`src/hdl/pnf_ram.sv`:
```
`timescale 1ns / 1ps
module pnf_ram #(
    parameter int WIDTH = 8,
    parameter int DEPTH = 256
) (
    input  logic                     clk,
    input  logic                     wr_en,
    input  logic [$clog2(DEPTH)-1:0] wr_addr,
    input  logic [WIDTH-1:0]         wr_data,
    input  logic [$clog2(DEPTH)-1:0] rd_addr,
    output logic [WIDTH-1:0]         rd_data
);

    logic [WIDTH-1:0] mem [DEPTH];
    logic [WIDTH-1:0] rd_data_reg;

    always_ff @(posedge clk) begin
        if (wr_en) begin
            mem[wr_addr] <= wr_data;
        end
        rd_data_reg <= mem[rd_addr];
    end

    assign rd_data = rd_data_reg;

endmodule
```
`config.mk`:
```
export PLATFORM = sky130hd
export DESIGN_NAME = pnf_ram
export DESIGN_NICKNAME = d
export VERILOG_FILES = /design/src/hdl/pnf_ram.sv
export SDC_FILE = /design/constraint.sdc
export NUM_CORES = 2
export LEC_CHECK = 0
export BUFFER_PORTS_ARGS = -buffer_cell sky130_fd_sc_hd__buf_2
export CAP_MARGIN = 0
export CELL_PAD_IN_SITES_DETAIL_PLACEMENT = 0
export CELL_PAD_IN_SITES_GLOBAL_PLACEMENT = 1
export CORE_MARGIN = 1.5
export CORE_UTILIZATION = 55
export DETAILED_ROUTE_END_ITERATION = 8
export PLACE_DENSITY_LB_ADDON = 0.1
export SLEW_MARGIN = 0
export SYNTH_ARGS = -nofsm -noshare
export SYNTH_HDL_FRONTEND = slang
export SYNTH_SLANG_ARGS = --single-unit
export TNS_END_PERCENT = 100
```
`constraint.sdc`:
```
create_clock -name clk -period 6.15 [get_ports clk]
set_input_delay 0 -clock clk [delete_from_list [all_inputs] [get_ports clk]]
set_output_delay 0 -clock clk [all_outputs]
set_load 0.005 [all_outputs]
```
==> summary.md <==
| Metric | Value |
|---|---|
| H-tree levels | 4 |
| Worst Hold Endpoint | rd_data[7]$_DFF_P_ |
| Final Instance Area | around 0.088 mm² |
| Initial DRT Pass Iterations | 7 |
| Routability cong. | between 0.8 and 0.9 |
| Worst Setup SP | wr_addr[0] |
| Dpl cells | roughly 5,500 |
| Post-Route WL | 199,000 µm |
| Final Skew | approximately 37 ps |
| Setup CP Type | in -> reg |
| Setup WS pre-CTS | 2230 ps |
| Leak | 27.1 nW |
| Fmax | 317 MHz |
| Clock net sink count | between 2,000 and 2,500 |
| Resized cells post-CTS | 0 |
| Hold Vio Cnt, Final | 0 |
| Critical Path RT | about 6600 ps |
| Sw Ratio | 0.210 |
| Post-synth EDFFs | approximately 2,000 |
| Fillers | between 9,000 and 10,000 |
| WL per Instance | 33.8 µm |
| Syn Std Cell Area | roughly 0.080 mm² |
| Dpl hpwl | between 100,000 and 150,000 µm |
| Grt ovf | 0 |
| Most common cell after layout, fill and taps aside | edfxtp_1 |
| Setup ws final | about 3000 ps |
| Worst-Margin Slew | approximately 1300 ps |
| Hold buffers post-CTS | 12 |
| Net count reported at finish | about 3,900 |
| Routed via count | ~39,000 |
| Vias in the first global route | 39,100 |
| Largest net degree at the start of global routing | about 160 |
| Failing checks | design-rule violations |
| Initial antenna violation count | 12 |
| CP startpoint kind | input pin |
| Clock Path Buffers | 3 |
| CTS root buffer | clkbuf_16 |
| Worst-skew pair later-pin latency | between 800 and 900 ps |
| P&R area growth vs syn | 10.8% |
| IO Pins | 34 |
| Hold WC Path Type | in -> reg |
| Reg-to-Reg End | rd_data[3]$_DFF_P_ |
| Clock slew at reported path FFs | 60 ps |
| Commonest non-fill, non-tap cells in the layout | edfxtp_1 (2,048), mux4_2 (454), nor2_1 (279), clkbuf_16 (204), mux2i_1 (134) |
| Clk pwr share | 0.417 |
| Tmin final | about 3200 ps |
| Pwr Total | 28.9 mW |
| Cell count after synthesis | between 3,000 and 4,000 |
| Cell Count, Final, Fillers Out | 5,901 |
| Hold_sp | rd_addr[4] |
| CTS tree | yes |
| Largest register FFs | roughly 2,000 |
| Gr usage total | 0.276 |
| Hold Path Stages | 5 |
| Cts bufs inserted | 199 |
| CP Capture Type | flip-flop |
| CP arrival | between 3000 and 4000 ps |
| Sw power | around 6 mW |
| Syn Nets | approximately 3,800 |
| Port Buf Inserts | 33 |
| R2r setup slk | roughly 3200 ps |
| Library cells used by synthesis | between 50 and 60 |
| Detailed Route Iter0 Violations | 4,500 |
| Setup bufs post-CTS | 0 |
| Post-synthesis sequential area ratio | 0.775 |
| R2R cell count | 6 |
| Die width | between 300 and 400 µm |
| Maximum VDD drop | around 260 µV |
| Synth Flop Type | edfxtp_1 |
| Die footprint | approximately 0.15 mm² |
| Core area | 0.144 mm² |
| Seq pwr share | 0.535 |
| Final period utilization | 0.513 |
| Comb power frac | 0.048 |
| Post-Syn Area per Cell | 21.3 µm² |
| First-pass GRT wire length | around 280,000 µm |
| Setup TNS | 0 ps |
| Post-placement cell area | between 0.08 and 0.09 mm² |
| Crit path max fanout | 10 |
| Internal Pwr Total | 22.8 mW |
| RSZ-0062 raised after global routing | false |
| Setup-failing EPs final | 0 |
| Synth async-reset ratio | 0 |
| Starting density of the core | 0.554 |
| #FFs+latches synth | approximately 2,100 |
| Max_slew headroom | 0.127 |
| Layout cells sized above 1 | 0.221 |
| Row count | approximately 140 |
| PD cells | 328 mW/mm² |
| # DRC | 12 |
| Max Slew Vio Count | 0 |
| Synth Warn # | 0 |
| Die height | between 300 and 400 µm |
| Vias per inst | between 6 and 7 |
| Antenna Violating Nets Remaining | 0 |
| RR Startpoint | mem[43][3]$_DFFE_PP_ |
| Status | finished with violations |
| Number of max-cap violations | 0 |
==> metrics by stage <==
stage / hold slack [ps] / utilization
detailed placement: 457 / 0.568
floorplan: 98.9 / -
finish: 276 / 0.614
global placement: 465 / 0.568
global route: 306 / 0.614
CTS: 33.0 / 0.614
==> worst max path at each step <==
| stage | endpoint | slack (ps) | depth (start not counted) |
|---|---|---|---|
| 6_report | mem[41][2]$_DFFE_PP_ | 3000 | 6 |
| 5_1_grt | mem[41][1]$_DFFE_PP_ | 2910 | 6 |
| 4_1_cts | mem[185][6]$_DFFE_PP_ | 3100 | 6 |
| 3_5_place_dp | rd_data[2]$_DFF_P_ | 2230 | 9 |
| 3_3_place_gp | rd_data[2]$_DFF_P_ | 1820 | 7 |
| 2_1_floorplan | rd_data[2]$_DFF_P_ | 4210 | 9 |
==> power by group through the flow <==
| stage | Sequential, mW | Clock [mW] | Combinational [mW] |
|---|---|---|---|
| finish | 15.5 | 12.0 | 1.38 |
| global route | 15.5 | 12.7 | 1.45 |
| CTS | 15.5 | 12.2 | 1.39 |
| detailed placement | 15.8 | 0 | 1.39 |
| global placement | 15.8 | 0 | 1.35 |
| floorplan | 15.8 | 0 | 0.750 |
==> metal layers <==
metal | vias up | part of all wire | global-route usage | wire [µm]
met5 | - | 0.00045 | 0 | 89
met4 | 14 | 0.033 | 0.0952 | 6530
met3 | 317 | 0.088 | 0.0639 | 17600
met2 | 1824 | 0.48 | 0.430 | 96000
met1 | 20600 | 0.40 | 0.387 | 79300
li1 | 15900 | - | - | -
==> area by class of cell <==
| type | instances | area, µm² | area share |
|---|---|---|---|
| diodes | 4 | 10.0 | 0.000114 |
| clock buffers | 249 | 5300 | 0.0601 |
| clock inverters | 114 | 1110 | 0.0126 |
| inverters | 2 | 7.51 | 0.0000851 |
| multi-input cells | 1442 | 16500 | 0.187 |
| flip-flops and latches | 2056 | 61700 | 0.699 |
| well taps | 1903 | 2380 | 0.0270 |
| repair buffers | 131 | 1190 | 0.0135 |
==> cells in the mapped netlist (21+ instances only) <==
cell      instances  area, µm²
edfxtp_1       2048      61500
mux4_2          454      10200
nor2_1          282       1060
mux2i_1         134       1340
a22oi_1         133        998
clkbuf_1        111        417
a21oi_1          96        480
o221ai_1         46        403
nand3_1          34        170
nand2_1          33        124
buf_2            31        155
nor2b_1          31        194
o22ai_1          28        175
buf_4            27        203
nor4_1           24        150
buf_1            22       82.6
nor3_1           22        110
buf_6            21        236
==> cell families after synthesis <==
| group | after synthesis | synth area share |
|---|---|---|
| DFF | 2056 | 0.775 |
| and+or+nand+nor | 466 | 0.0263 |
| AOI/OAI and AO/OA | 385 | 0.0342 |
| buffers and inverters | 235 | 0.0183 |
| muxes | 591 | 0.146 |
==> worst max-delay path, stage by stage <==
cell           delay (ps)
dlygate4sd3_1         530
buf_2                 220
nor2b_1               530
nand3_1              1020
buf_4                 580
nor2_1                670
(Power assumes the default switching activity.)
